## config.mk

```make
export PLATFORM = sky130hd
export DESIGN_NAME = audio_output_fade_volume_stage_top_flat
export DESIGN_NICKNAME = d
export VERILOG_FILES = /design/src/rtl/aofv_pkg.sv /design/src/rtl/aofv_channels.sv /design/src/rtl/audio_output_fade_volume_stage_top.sv /design/src/rtl/aofv_smul.sv /design/src/flat_wrapper.sv
export VERILOG_INCLUDE_DIRS = /design/src /design/src/rtl
export SDC_FILE = /design/constraint.sdc
export NUM_CORES = 1
export LEC_CHECK = 0
export ABC_AREA = 1
export BUFFER_PORTS_ARGS = -buffer_cell sky130_fd_sc_hd__buf_2
export CAP_MARGIN = 0
export CORE_AREA = 2 2 172 174
export CTS_BUF_LIST = sky130_fd_sc_hd__clkbuf_8 sky130_fd_sc_hd__clkbuf_16
export CTS_CLUSTER_SIZE = 30
export DETAILED_ROUTE_END_ITERATION = 12
export DIE_AREA = 0 0 174 176
export PLACE_DENSITY = 0.77
export REMOVE_ABC_BUFFERS = 1
export SYNTH_ARGS = -nofsm -noshare
export SYNTH_HDL_FRONTEND = slang
export SYNTH_SLANG_ARGS = --single-unit
```

## constraint.sdc

```tcl
create_clock -name clk -period 3.55 [get_ports clk]
set_input_delay 0.71 -clock clk [delete_from_list [all_inputs] [get_ports clk]]
set_output_delay 0.71 -clock clk [all_outputs]
set_load 0.03 [all_outputs]
```

## src/rtl/assert_macros.svh

```systemverilog
// ---------------------------------------------------------------------------
// Assertion macros
// Shared concurrent assertion forms for the fade and volume stage.
// ---------------------------------------------------------------------------
`ifndef ASSERT_MACROS_SVH
`define ASSERT_MACROS_SVH
`ifndef NO_ASSERTIONS
`define AOFV_ASSERT_IMP(lbl, clk, rstn, ante, cons) \
    lbl: assert property (@(posedge clk) disable iff (!rstn) (ante) |-> (cons)) \
        else $error("assertion failed");
`define AOFV_ASSERT_NXT(lbl, clk, rstn, ante, cons) \
    lbl: assert property (@(posedge clk) disable iff (!rstn) (ante) |=> (cons)) \
        else $error("assertion failed");
`else
`define AOFV_ASSERT_IMP(lbl, clk, rstn, ante, cons)
`define AOFV_ASSERT_NXT(lbl, clk, rstn, ante, cons)
`endif
`endif

```

## src/rtl/aofv_pkg.sv

```systemverilog
`timescale 1ns / 1ps
`default_nettype none
// ---------------------------------------------------------------------------
// aofv_pkg
// Types and constants of the audio output fade and volume stage.
// ---------------------------------------------------------------------------
package aofv_pkg;

    localparam int RawW    = 32;
    localparam int SampW   = 16;
    localparam int ScopeW  = 8;
    localparam int FadeW   = 4;
    localparam int TimeW   = 12;
    localparam int RateW   = 16;
    localparam int VolW    = 8;
    localparam int SpeedW  = 8;
    localparam int CfgW    = 16;
    localparam int CfgIdxW = 3;
    localparam int GainW   = VolW + FadeW;
    localparam int AccW    = SampW + 2;
    localparam int StepW   = 4;
    localparam int DivSteps = 4;
    localparam int RemW    = RateW + FadeW;

    localparam logic [TimeW-1:0]  PlayCap      = 12'd3600;
    localparam logic [FadeW-1:0]  FadeFull     = 4'hF;
    localparam logic [FadeW-1:0]  FadeOff      = 4'h0;
    localparam logic [TimeW-1:0]  MinFadeDur   = 12'd4;
    localparam logic [SampW-1:0]  SampMax      = 16'h7FFF;
    localparam logic [SampW-1:0]  SampMin      = 16'h8000;
    localparam logic [RateW-1:0]  RateReset    = 16'd44100;
    localparam logic [VolW-1:0]   VolReset     = 8'd255;
    localparam logic [SpeedW-1:0] SpeedReset   = 8'd1;
    localparam logic [StepW-1:0]  MulLastStep  = 4'd11;
    localparam logic [1:0]        DivLastStep  = 2'd3;

    typedef enum logic [CfgIdxW-1:0] {
        CFG_SAMPLE_RATE   = 3'd0,
        CFG_MAIN_VOLUME   = 3'd1,
        CFG_PLAY_SPEED    = 3'd2,
        CFG_DURATION      = 3'd3,
        CFG_ADVANCE_EN    = 3'd4,
        CFG_FADE_EN       = 3'd5
    } cfg_idx_t;

    typedef enum logic [4:0] {
        S_IDLE = 5'b00001,
        S_DIV  = 5'b00010,
        S_PREP = 5'b00100,
        S_MUL  = 5'b01000,
        S_DONE = 5'b10000
    } state_t;

    typedef struct packed {
        logic start;
    } mul_ctrl_t;

    typedef struct packed {
        logic busy;
        logic done;
    } mul_stat_t;

endpackage
`default_nettype wire

```

## src/rtl/aofv_channels.sv

```systemverilog
`timescale 1ns / 1ps
`default_nettype none
// ---------------------------------------------------------------------------
// aofv channels
// Valid/ready channels carrying raw input items and result items.
// ---------------------------------------------------------------------------
interface aofv_in_if;
    logic                               valid;
    logic                               ready;
    logic signed [aofv_pkg::RawW-1:0]   raw_sample;

    modport source (output valid, output raw_sample, input ready);
    modport sink   (input valid, input raw_sample, output ready);
endinterface

interface aofv_out_if;
    logic                                valid;
    logic                                ready;
    logic signed [aofv_pkg::SampW-1:0]   sample_out;
    logic signed [aofv_pkg::ScopeW-1:0]  scope_level;
    logic [aofv_pkg::FadeW-1:0]          fade_level;
    logic                                time_expired;
    logic [aofv_pkg::TimeW-1:0]          play_seconds;

    modport source (output valid, output sample_out, output scope_level,
                    output fade_level, output time_expired, output play_seconds,
                    input ready);
    modport sink   (input valid, input sample_out, input scope_level,
                    input fade_level, input time_expired, input play_seconds,
                    output ready);
endinterface
`default_nettype wire

```

## src/rtl/audio_output_fade_volume_stage_top.sv

```systemverilog
`timescale 1ns / 1ps
`default_nettype none
// Path: an emitted item runs through a 4-step quotient loop during a fade ramp,
// then a bit-serial volume multiply, then the output register.
// Throughput: one raw item per cycle when it emits nothing; an emitted item
// holds off new input until the divider loop and the serial multiplier are through and its result is loaded.
// Reset: rst_n, asynchronous, active low; restores register defaults and
// clears all counters and the scope filter.
// ---------------------------------------------------------------------------
// audio_output_fade_volume_stage_top
// Second and play-time counters, speed decimation, fade ramp, saturation,
// volume/fade scaling and one-pole scope filter.
// ---------------------------------------------------------------------------
module audio_output_fade_volume_stage_top (
    input  wire logic                                  clk,
    input  wire logic                                  rst_n,
    input  wire logic                                  cfg_we,
    input  wire logic [aofv_pkg::CfgIdxW-1:0]          cfg_index,
    input  wire logic [aofv_pkg::CfgW-1:0]             cfg_data,
    aofv_in_if.sink                                    in_ch,
    aofv_out_if.source                                 out_ch
);

    logic [aofv_pkg::RateW-1:0]   sample_rate_reg;
    logic [aofv_pkg::VolW-1:0]    main_volume_reg;
    logic [aofv_pkg::SpeedW-1:0]  playback_speed_reg;
    logic [aofv_pkg::TimeW-1:0]   duration_reg;
    logic                         advance_en_reg;
    logic                         fade_en_reg;

    logic [aofv_pkg::SpeedW-1:0]  speed_count_reg;
    logic [aofv_pkg::RateW-1:0]   second_count_reg;
    logic [aofv_pkg::TimeW-1:0]   play_time_reg;
    logic signed [aofv_pkg::ScopeW-1:0] scope_reg;

    aofv_pkg::state_t             state_reg;
    logic [aofv_pkg::FadeW-1:0]   fade_reg;
    logic                         expired_reg;
    logic signed [aofv_pkg::SampW-1:0] sat_reg;
    logic [aofv_pkg::RemW-1:0]    rem_reg;
    logic [aofv_pkg::RemW-1:0]    dvs_reg;
    logic [aofv_pkg::FadeW-1:0]   quo_reg;
    logic [1:0]                   div_step_reg;

    logic                         out_valid_reg;
    logic signed [aofv_pkg::SampW-1:0]  out_sample_reg;
    logic signed [aofv_pkg::ScopeW-1:0] out_scope_reg;
    logic [aofv_pkg::FadeW-1:0]   out_fade_reg;
    logic                         out_expired_reg;
    logic [aofv_pkg::TimeW-1:0]   out_time_reg;

    logic                         accept;
    logic [aofv_pkg::RateW-1:0]   second_count_next;
    logic [aofv_pkg::TimeW-1:0]   play_time_next;
    logic [aofv_pkg::SpeedW-1:0]  speed_inc;
    logic [aofv_pkg::SpeedW-1:0]  speed_eff;
    logic                         emit;
    logic                         limit_on;
    logic                         fading;
    logic                         expired;
    logic                         final_sec;
    logic                         need_div;
    logic [aofv_pkg::FadeW-1:0]   fade_direct;
    logic signed [aofv_pkg::SampW-1:0] sat_next;
    logic                         div_take;
    logic                         out_load;
    logic signed [aofv_pkg::SampW-1:0]  prod_hi;
    logic signed [aofv_pkg::ScopeW-1:0] hi_byte;
    logic signed [aofv_pkg::ScopeW:0]   scope_diff;
    logic signed [aofv_pkg::ScopeW:0]   scope_sum;
    aofv_pkg::mul_ctrl_t          mul_ctrl;
    aofv_pkg::mul_stat_t          mul_stat;

    assign accept = in_ch.valid && in_ch.ready;
    assign in_ch.ready = (state_reg == aofv_pkg::S_IDLE);

    always_comb
    begin
        if (second_count_reg < sample_rate_reg)
        begin
            second_count_next = second_count_reg + 1'b1;
            play_time_next    = play_time_reg;
        end
        else
        begin
            second_count_next = '0;
            play_time_next    = (play_time_reg < aofv_pkg::PlayCap) ?
                                play_time_reg + 1'b1 : play_time_reg;
        end
    end

    assign speed_inc = speed_count_reg + 1'b1;
    assign speed_eff = (playback_speed_reg == '0) ? aofv_pkg::SpeedReset : playback_speed_reg;
    assign emit      = (speed_inc >= speed_eff);

    assign limit_on  = advance_en_reg && (duration_reg != '0);
    assign fading    = fade_en_reg && (duration_reg > aofv_pkg::MinFadeDur);
    assign expired   = limit_on && (play_time_next == duration_reg);
    assign final_sec = limit_on && !expired && fading &&
                       ({1'b0, play_time_next} + 1'b1 == {1'b0, duration_reg});
    assign need_div  = final_sec && (second_count_next < sample_rate_reg);

    always_comb
    begin
        if (expired)
        begin
            fade_direct = fading ? aofv_pkg::FadeOff : aofv_pkg::FadeFull;
        end
        else if (final_sec)
        begin
            fade_direct = aofv_pkg::FadeOff;
        end
        else
        begin
            fade_direct = aofv_pkg::FadeFull;
        end
    end

    always_comb
    begin
        if (in_ch.raw_sample[aofv_pkg::RawW-1:aofv_pkg::SampW-1] == '0 ||
            in_ch.raw_sample[aofv_pkg::RawW-1:aofv_pkg::SampW-1] == '1)
        begin
            sat_next = in_ch.raw_sample[aofv_pkg::SampW-1:0];
        end
        else if (in_ch.raw_sample[aofv_pkg::RawW-1])
        begin
            sat_next = aofv_pkg::SampMin;
        end
        else
        begin
            sat_next = aofv_pkg::SampMax;
        end
    end

    // restoring step: quotient of 15 * second_count / sample_rate, below 15
    assign div_take = (rem_reg >= dvs_reg);
    assign out_load = (state_reg == aofv_pkg::S_DONE) && (!out_valid_reg || out_ch.ready);
    assign mul_ctrl.start = (state_reg == aofv_pkg::S_PREP);

    assign hi_byte    = prod_hi[aofv_pkg::SampW-1:aofv_pkg::SampW-aofv_pkg::ScopeW];
    assign scope_diff = {hi_byte[aofv_pkg::ScopeW-1], hi_byte} -
                        {scope_reg[aofv_pkg::ScopeW-1], scope_reg};
    assign scope_sum  = $signed({scope_reg[aofv_pkg::ScopeW-1], scope_reg}) +
                        (scope_diff >>> 2);

    always_ff @(posedge clk or negedge rst_n)
    begin
        if (!rst_n)
        begin
            sample_rate_reg    <= aofv_pkg::RateReset;
            main_volume_reg    <= aofv_pkg::VolReset;
            playback_speed_reg <= aofv_pkg::SpeedReset;
            duration_reg       <= '0;
            advance_en_reg     <= 1'b0;
            fade_en_reg        <= 1'b0;
        end
        else if (cfg_we)
        begin
            case (aofv_pkg::cfg_idx_t'(cfg_index))
                aofv_pkg::CFG_SAMPLE_RATE: sample_rate_reg    <= cfg_data[aofv_pkg::RateW-1:0];
                aofv_pkg::CFG_MAIN_VOLUME: main_volume_reg    <= cfg_data[aofv_pkg::VolW-1:0];
                aofv_pkg::CFG_PLAY_SPEED:  playback_speed_reg <= cfg_data[aofv_pkg::SpeedW-1:0];
                aofv_pkg::CFG_DURATION:    duration_reg       <= cfg_data[aofv_pkg::TimeW-1:0];
                aofv_pkg::CFG_ADVANCE_EN:  advance_en_reg     <= cfg_data[0];
                aofv_pkg::CFG_FADE_EN:     fade_en_reg        <= cfg_data[0];
                default:                   ;
            endcase
        end
    end

    always_ff @(posedge clk or negedge rst_n)
    begin
        if (!rst_n)
        begin
            state_reg        <= aofv_pkg::S_IDLE;
            speed_count_reg  <= '0;
            second_count_reg <= '0;
            play_time_reg    <= '0;
            scope_reg        <= '0;
            out_valid_reg    <= 1'b0;
            div_step_reg     <= '0;
        end
        else
        begin
            case (state_reg)
                aofv_pkg::S_IDLE:
                begin
                    if (accept)
                    begin
                        second_count_reg <= second_count_next;
                        play_time_reg    <= play_time_next;
                        speed_count_reg  <= emit ? '0 : speed_inc;
                        if (emit)
                        begin
                            div_step_reg <= '0;
                            state_reg    <= need_div ? aofv_pkg::S_DIV : aofv_pkg::S_PREP;
                        end
                    end
                end
                aofv_pkg::S_DIV:
                begin
                    div_step_reg <= div_step_reg + 1'b1;
                    if (div_step_reg == aofv_pkg::DivLastStep)
                    begin
                        state_reg <= aofv_pkg::S_PREP;
                    end
                end
                aofv_pkg::S_PREP:
                begin
                    state_reg <= aofv_pkg::S_MUL;
                end
                aofv_pkg::S_MUL:
                begin
                    if (mul_stat.done)
                    begin
                        state_reg <= aofv_pkg::S_DONE;
                    end
                end
                aofv_pkg::S_DONE:
                begin
                    if (out_load)
                    begin
                        scope_reg <= scope_sum[aofv_pkg::ScopeW-1:0];
                        state_reg <= aofv_pkg::S_IDLE;
                    end
                end
                default:
                begin
                    state_reg <= aofv_pkg::S_IDLE;
                end
            endcase

            if (out_load)
            begin
                out_valid_reg <= 1'b1;
            end
            else if (out_ch.ready)
            begin
                out_valid_reg <= 1'b0;
            end
        end
    end

    always_ff @(posedge clk)
    begin
        if (accept && emit)
        begin
            sat_reg     <= sat_next;
            expired_reg <= expired;
            fade_reg    <= fade_direct;
            rem_reg     <= {second_count_next, {aofv_pkg::FadeW{1'b0}}} -
                           aofv_pkg::RemW'(second_count_next);
            dvs_reg     <= {1'b0, sample_rate_reg, 3'b000};
            quo_reg     <= '0;
        end
        else if (state_reg == aofv_pkg::S_DIV)
        begin
            if (div_take)
            begin
                rem_reg <= rem_reg - dvs_reg;
            end
            dvs_reg <= dvs_reg >> 1;
            quo_reg <= {quo_reg[aofv_pkg::FadeW-2:0], div_take};
            if (div_step_reg == aofv_pkg::DivLastStep)
            begin
                fade_reg <= aofv_pkg::FadeFull - {quo_reg[aofv_pkg::FadeW-2:0], div_take};
            end
        end

        if (out_load)
        begin
            out_sample_reg  <= prod_hi;
            out_scope_reg   <= scope_sum[aofv_pkg::ScopeW-1:0];
            out_fade_reg    <= fade_reg;
            out_expired_reg <= expired_reg;
            out_time_reg    <= play_time_reg;
        end
    end

    aofv_smul u_smul (
        .clk     (clk),
        .rst_n   (rst_n),
        .ctrl    (mul_ctrl),
        .mcand   (sat_reg),
        .gain    (aofv_pkg::GainW'(main_volume_reg) * aofv_pkg::GainW'(fade_reg)),
        .stat    (mul_stat),
        .prod_hi (prod_hi)
    );

    assign out_ch.valid        = out_valid_reg;
    assign out_ch.sample_out   = out_sample_reg;
    assign out_ch.scope_level  = out_scope_reg;
    assign out_ch.fade_level   = out_fade_reg;
    assign out_ch.time_expired = out_expired_reg;
    assign out_ch.play_seconds = out_time_reg;

    `include "assert_macros.svh"

    `AOFV_ASSERT_IMP(a_play_time_cap, clk, rst_n, 1'b1, play_time_reg <= aofv_pkg::PlayCap)
    `AOFV_ASSERT_NXT(a_mul_to_done, clk, rst_n,
        state_reg == aofv_pkg::S_MUL && mul_stat.done, state_reg == aofv_pkg::S_DONE)
    `AOFV_ASSERT_IMP(a_mul_busy_state, clk, rst_n, mul_stat.busy, state_reg == aofv_pkg::S_MUL)
    `AOFV_ASSERT_IMP(a_expired_fade, clk, rst_n, out_valid_reg && out_expired_reg,
        out_fade_reg == aofv_pkg::FadeOff || out_fade_reg == aofv_pkg::FadeFull)

endmodule
`default_nettype wire

```

## src/rtl/aofv_smul.sv

```systemverilog
`timescale 1ns / 1ps
`default_nettype none
// ---------------------------------------------------------------------------
// aofv_smul
// Bit-serial signed by unsigned multiplier, one gain bit per cycle, LSB
// first; returns the product shifted right by the gain width (floor).
// ---------------------------------------------------------------------------
module aofv_smul (
    input  wire logic                              clk,
    input  wire logic                              rst_n,
    input  wire aofv_pkg::mul_ctrl_t               ctrl,
    input  wire logic signed [aofv_pkg::SampW-1:0] mcand,
    input  wire logic [aofv_pkg::GainW-1:0]        gain,
    output aofv_pkg::mul_stat_t                    stat,
    output logic signed [aofv_pkg::SampW-1:0]      prod_hi
);

    logic                               busy_reg;
    logic [aofv_pkg::StepW-1:0]         step_reg;
    logic signed [aofv_pkg::SampW-1:0]  mcand_reg;
    logic [aofv_pkg::GainW-1:0]         gain_reg;
    logic signed [aofv_pkg::AccW-1:0]   acc_reg;
    logic signed [aofv_pkg::AccW-1:0]   acc_next;
    logic signed [aofv_pkg::AccW-1:0]   addend;
    logic                               last_step;

    assign addend    = gain_reg[0] ? aofv_pkg::AccW'(mcand_reg) : '0;
    assign acc_next  = (acc_reg + addend) >>> 1;
    assign last_step = busy_reg && (step_reg == aofv_pkg::MulLastStep);

    always_ff @(posedge clk or negedge rst_n)
    begin
        if (!rst_n)
        begin
            busy_reg <= 1'b0;
            step_reg <= '0;
        end
        else if (ctrl.start)
        begin
            busy_reg <= 1'b1;
            step_reg <= '0;
        end
        else if (busy_reg)
        begin
            step_reg <= step_reg + 1'b1;
            if (last_step)
            begin
                busy_reg <= 1'b0;
            end
        end
    end

    always_ff @(posedge clk)
    begin
        if (ctrl.start)
        begin
            mcand_reg <= mcand;
            gain_reg  <= gain;
            acc_reg   <= '0;
        end
        else if (busy_reg)
        begin
            acc_reg  <= acc_next;
            gain_reg <= gain_reg >> 1;
        end
    end

    assign stat.busy = busy_reg;
    assign stat.done = last_step;
    assign prod_hi   = acc_reg[aofv_pkg::SampW-1:0];

    `include "assert_macros.svh"

    `AOFV_ASSERT_NXT(a_smul_done_idle, clk, rst_n, last_step && !ctrl.start, !busy_reg)
    `AOFV_ASSERT_IMP(a_smul_no_restart, clk, rst_n, ctrl.start, !busy_reg)
    `AOFV_ASSERT_NXT(a_smul_start_busy, clk, rst_n, ctrl.start, busy_reg && step_reg == '0)

endmodule
`default_nettype wire

```

## src/flat_wrapper.sv

```systemverilog
// flat-port wrapper written by rule: the top's interface ports become plain ports
module audio_output_fade_volume_stage_top_flat 
  (clk, rst_n, cfg_we, cfg_index, cfg_data, in_ch_valid, in_ch_raw_sample, in_ch_ready, out_ch_valid, out_ch_sample_out, out_ch_scope_level, out_ch_fade_level, out_ch_time_expired, out_ch_play_seconds, out_ch_ready);
  aofv_in_if in_ch_i ();
  aofv_out_if out_ch_i ();
  input  wire logic clk;
  input  wire logic rst_n;
  input  wire logic cfg_we;
  input  wire logic [aofv_pkg::CfgIdxW-1:0] cfg_index;
  input  wire logic [aofv_pkg::CfgW-1:0] cfg_data;
  input wire logic [$bits(in_ch_i.valid)-1:0] in_ch_valid;
  input wire logic [$bits(in_ch_i.raw_sample)-1:0] in_ch_raw_sample;
  output wire logic [$bits(in_ch_i.ready)-1:0] in_ch_ready;
  output wire logic [$bits(out_ch_i.valid)-1:0] out_ch_valid;
  output wire logic [$bits(out_ch_i.sample_out)-1:0] out_ch_sample_out;
  output wire logic [$bits(out_ch_i.scope_level)-1:0] out_ch_scope_level;
  output wire logic [$bits(out_ch_i.fade_level)-1:0] out_ch_fade_level;
  output wire logic [$bits(out_ch_i.time_expired)-1:0] out_ch_time_expired;
  output wire logic [$bits(out_ch_i.play_seconds)-1:0] out_ch_play_seconds;
  input wire logic [$bits(out_ch_i.ready)-1:0] out_ch_ready;
  assign in_ch_i.valid = in_ch_valid;
  assign in_ch_i.raw_sample = in_ch_raw_sample;
  assign in_ch_ready = in_ch_i.ready;
  assign out_ch_valid = out_ch_i.valid;
  assign out_ch_sample_out = out_ch_i.sample_out;
  assign out_ch_scope_level = out_ch_i.scope_level;
  assign out_ch_fade_level = out_ch_i.fade_level;
  assign out_ch_time_expired = out_ch_i.time_expired;
  assign out_ch_play_seconds = out_ch_i.play_seconds;
  assign out_ch_i.ready = out_ch_ready;
  audio_output_fade_volume_stage_top u_core (.clk(clk), .rst_n(rst_n), .cfg_we(cfg_we), .cfg_index(cfg_index), .cfg_data(cfg_data), .in_ch(in_ch_i), .out_ch(out_ch_i));
endmodule
```

==> summary.txt <==
Route
  – Routed wire per std cell: around 16 µm
  – Vias: approximately 14000
  – Met3 WL: 2.22 mm
  – Antenna viol nets, final: 0
  – Drc violations: 0
  – Via density: ~5.5
  – Met2 Routed Length: a little over 20 mm
  – Highest routed metal layer: met4
  – Final WL: between 40 and 50 mm
  – First-iteration detailed-routing DRC count: approximately 1000
  – Post-Route M1 WL: 17.2 mm
  – DRT Pass-1 Iters: 5

Yosys
  – Ys flop type: edfxtp_1
  – Commonest cells in the netlist: nand2_1, inv_1, o21ai_0
  – EDFF count, synth: ~130
  – Top-count cell post-synth: nand2_1
  – Post-Syn Instances: between 1500 and 2000
  – Post-synth ARST share: 40.9%
  – Register area share after synthesis: a little over two fifths
  – Flops & latches, synth: 252
  – Cell taking the most area after synthesis: edfxtp_1
  – Mean Syn Cell Area: 8.12 µm²
  – Yosys warnings: 0
  – Yosys cell types: 54
  – Synthesized cell area: approximately 16000 µm²
  – Top cell type's share of synthesized area: a little under a quarter
  – Synth area leaders: edfxtp_1, dfrtp_1, nand2_1, ha_1, inv_1

Clock tree
  – CTS H-tree lvls: 1
  – TritonCTS Buffers: 28
  – CTS Buffer Depth: 3
  – CTS tree: built
  – TritonCTS Sinks: 252
  – Worst-path clk slew: 0.07 ns
  – Clk_lat worst skew: between 0.5 and 0.6 ns
  – CTS Hold Buffers Added: 0
  – CTS root buf: clkbuf_16

Floorplan
  – Starting density of the core: between 50% and 60%
  – # rows: slightly above 60
  – # IOs: 99
  – Core Area: 28500 µm²
  – Die H: approximately 180 µm
  – Die ar.: 30600 µm²
  – Die width: approximately 170 µm

Final layout
  – Reg area: 6840 µm²
  – Layout cells sized above 1: between 10% and 20%
  – Max FFs per register: 20
  – Fill cells: roughly 2400
  – Core Util, Final: between 60% and 70%
  – Diode count: 0
  – Multi-input logic area: about 8300 µm²
  – Final std cells w/o fill: approximately 2600
  – Fin nets: roughly 2300
  – Layout area overhead: 19.3%

Placement
  – Placed Cells incl. Taps: ~2500
  – DP HPWL: a little under 30 mm
  – Routability-driven placement congestion ratio: around 0.93
  – PortBufs: 98
  – Dpl ws: -0.0694 ns

Critical path
  – Crit path max fanout: 4
  – Reg-to-reg endpoint: u_core.u_smul.gain_reg[10]
  – Worst Path Class, Setup: flip-flop to flip-flop
  – Startpoint class of the critical path: flip-flop
  – Reg2reg start: u_core.main_volume_reg[2]
  – Data arrival, critical path: a little over 4 ns
  – R2R depth: 18
  – R2R setup slack: -0.17 ns
  – Critical Path RT: 3.87 ns
  – Crit path capture type: flip-flop

STA
  – Max-slew violations: 0
  – Tightest Pin Transition: 1.13 ns
  – Setup TNS: -0.215 ns
  – Hold Fails Final Rpt: 0
  – RSZ-0062 raised after global routing: yes
  – Fmax: around 270 MHz
  – Fin crit period: ~3.7 ns
  – Final WS setup: -0.165 ns
  – Period utilisation layout: 105%
  – Clock Skews: 0.0136 ns
  – # setup viols final: 3
  – Slew Limit Headroom: approximately a quarter

Global route
  – First-pass GRT wire length: 66.4 mm
  – Pin count of the biggest net entering global routing: 50
  – Number of global-route vias before repair: roughly 14000
  – Antenna violations before repair: 0
  – Global route total overflow: 0
  – Gr usage total: about a quarter

Power
  – Pint: between 8000 and 9000 µW
  – Switch Pwr: 6450 µW
  – Clock Power Share: roughly a fifth
  – Sw Share: 42.1%
  – VDD IR max: about 440 µV
  – Power density cells: between 800 and 900 nW/µm²
  – Pleak: roughly 0.0092 µW
  – Seq pwr share: 29.8%
  – Gate power share: between 50% and 60%

Job
  – Max_cap viols: 0

Status
  – Status: finished with violations
  – Failing checks: negative setup slack

Worst hold path
  – Worst hold path class: input port to asynchronous set/reset pin
==> logic make-up after synthesis <==
| family | share of synthesized area [%] |
|---|---|
| AO/OA/AOI/OAI | 11.7 |
| flip-flops | 43.0 |
| adder cells (fa/ha/maj) | 11.5 |
| AND/OR/NAND/NOR | 22.0 |
| buffers and inverters | 8.01 |
| multiplexers | 0.0708 |
| XOR/XNOR | 3.69 |
==> cells in the final DEF (no fill, tap or decap), drive strengths merged, types with 20 or more instances in the layout <==
cell type  count
nand2        511
inv          288
buf          207
o21ai        191
nor2         136
edfxtp       126
ha           122
nand3        101
a21oi         97
dfrtp         87
xor2          46
clkbuf        30
nand4         27
dfxtp         23
xnor2         21
nor3          20
==> power by group through the flow <==
| stage | sequential (µW) | combinational, µW | clock (µW) |
|---|---|---|---|
| 6_report | 4560 | 7810 | 2940 |
| 5_1_grt | 4630 | 8820 | 3090 |
| 4_1_cts | 4540 | 7360 | 2970 |
| 3_5_place_dp | 4580 | 7170 | 0 |
| 3_3_place_gp | 4560 | 6880 | 0 |
| 2_1_floorplan | 4510 | 5210 | 0 |
==> metal layers <==
metal | track usage (%) | up-vias
li1 | - | 6844
met1 | 32.9 | 6592
met2 | 48.2 | 479
met3 | 2.76 | 80
met4 | 9.49 | 0
met5 | 0 | -
==> stage by stage <==
step	cell area, µm²	hold slack [ns]	power, µW
floorplan	15700	0.400	9720
global placement	17400	0.405	11400
detailed placement	17400	0.407	11800
CTS	18400	0.105	14900
global route	19000	0.133	16500
finish	19000	0.112	15300
==> worst max-delay path: stages, from the launching register on <==
cell and delay, ns:
dfstp_2 0.58, nand2_2 0.08, fa_1 0.50, inv_1 0.05, fa_1 0.54, ha_4 0.21, buf_6 0.13, a21oi_4 0.15
nor2_2 0.06, nor2_1 0.12, nor2_1 0.07, nor2_1 0.15, o21ai_1 0.12, and2_1 0.17, nor2_1 0.09, nor2_1 0.05
nor2_1 0.13, xor2_1 0.17, o21ai_1 0.08
==> layout make-up <==
| type | instances | share of cell area [%] |
|---|---|---|
| multi-input cells | 1374 | 43.5 |
| clock inverters | 22 | 1.08 |
| clock buffers | 30 | 3.84 |
| well taps | 384 | 2.53 |
| flip-flops and latches | 252 | 36.1 |
| repair buffers | 207 | 7.25 |
| inverters | 286 | 5.69 |
==> repair_timing <==
item | in CTS | in global routing
resized for setup | 9 | 101
setup buffers | 8 | 15
endpoints found under the setup margin | 3 | 40
pin swaps | 13 | 40
==> worst max-delay path by stage <==
stage	from	to	slack, ns	depth (start not counted)
3_5_place_dp	u_core.main_volume_reg[1]	u_core.u_smul.gain_reg[11]	-0.07	18
3_3_place_gp	u_core.main_volume_reg[1]	u_core.u_smul.gain_reg[11]	-0.05	18
2_1_floorplan	u_core.state_reg[1]	u_core.u_smul.gain_reg[0]	-1.97	5
4_1_cts	u_core.main_volume_reg[2]	u_core.u_smul.gain_reg[10]	0.02	18
6_report	u_core.main_volume_reg[2]	u_core.u_smul.gain_reg[10]	-0.17	18
5_1_grt	u_core.main_volume_reg[1]	u_core.u_smul.gain_reg[10]	-0.35	18
Power figures use the tool's default switching activity.
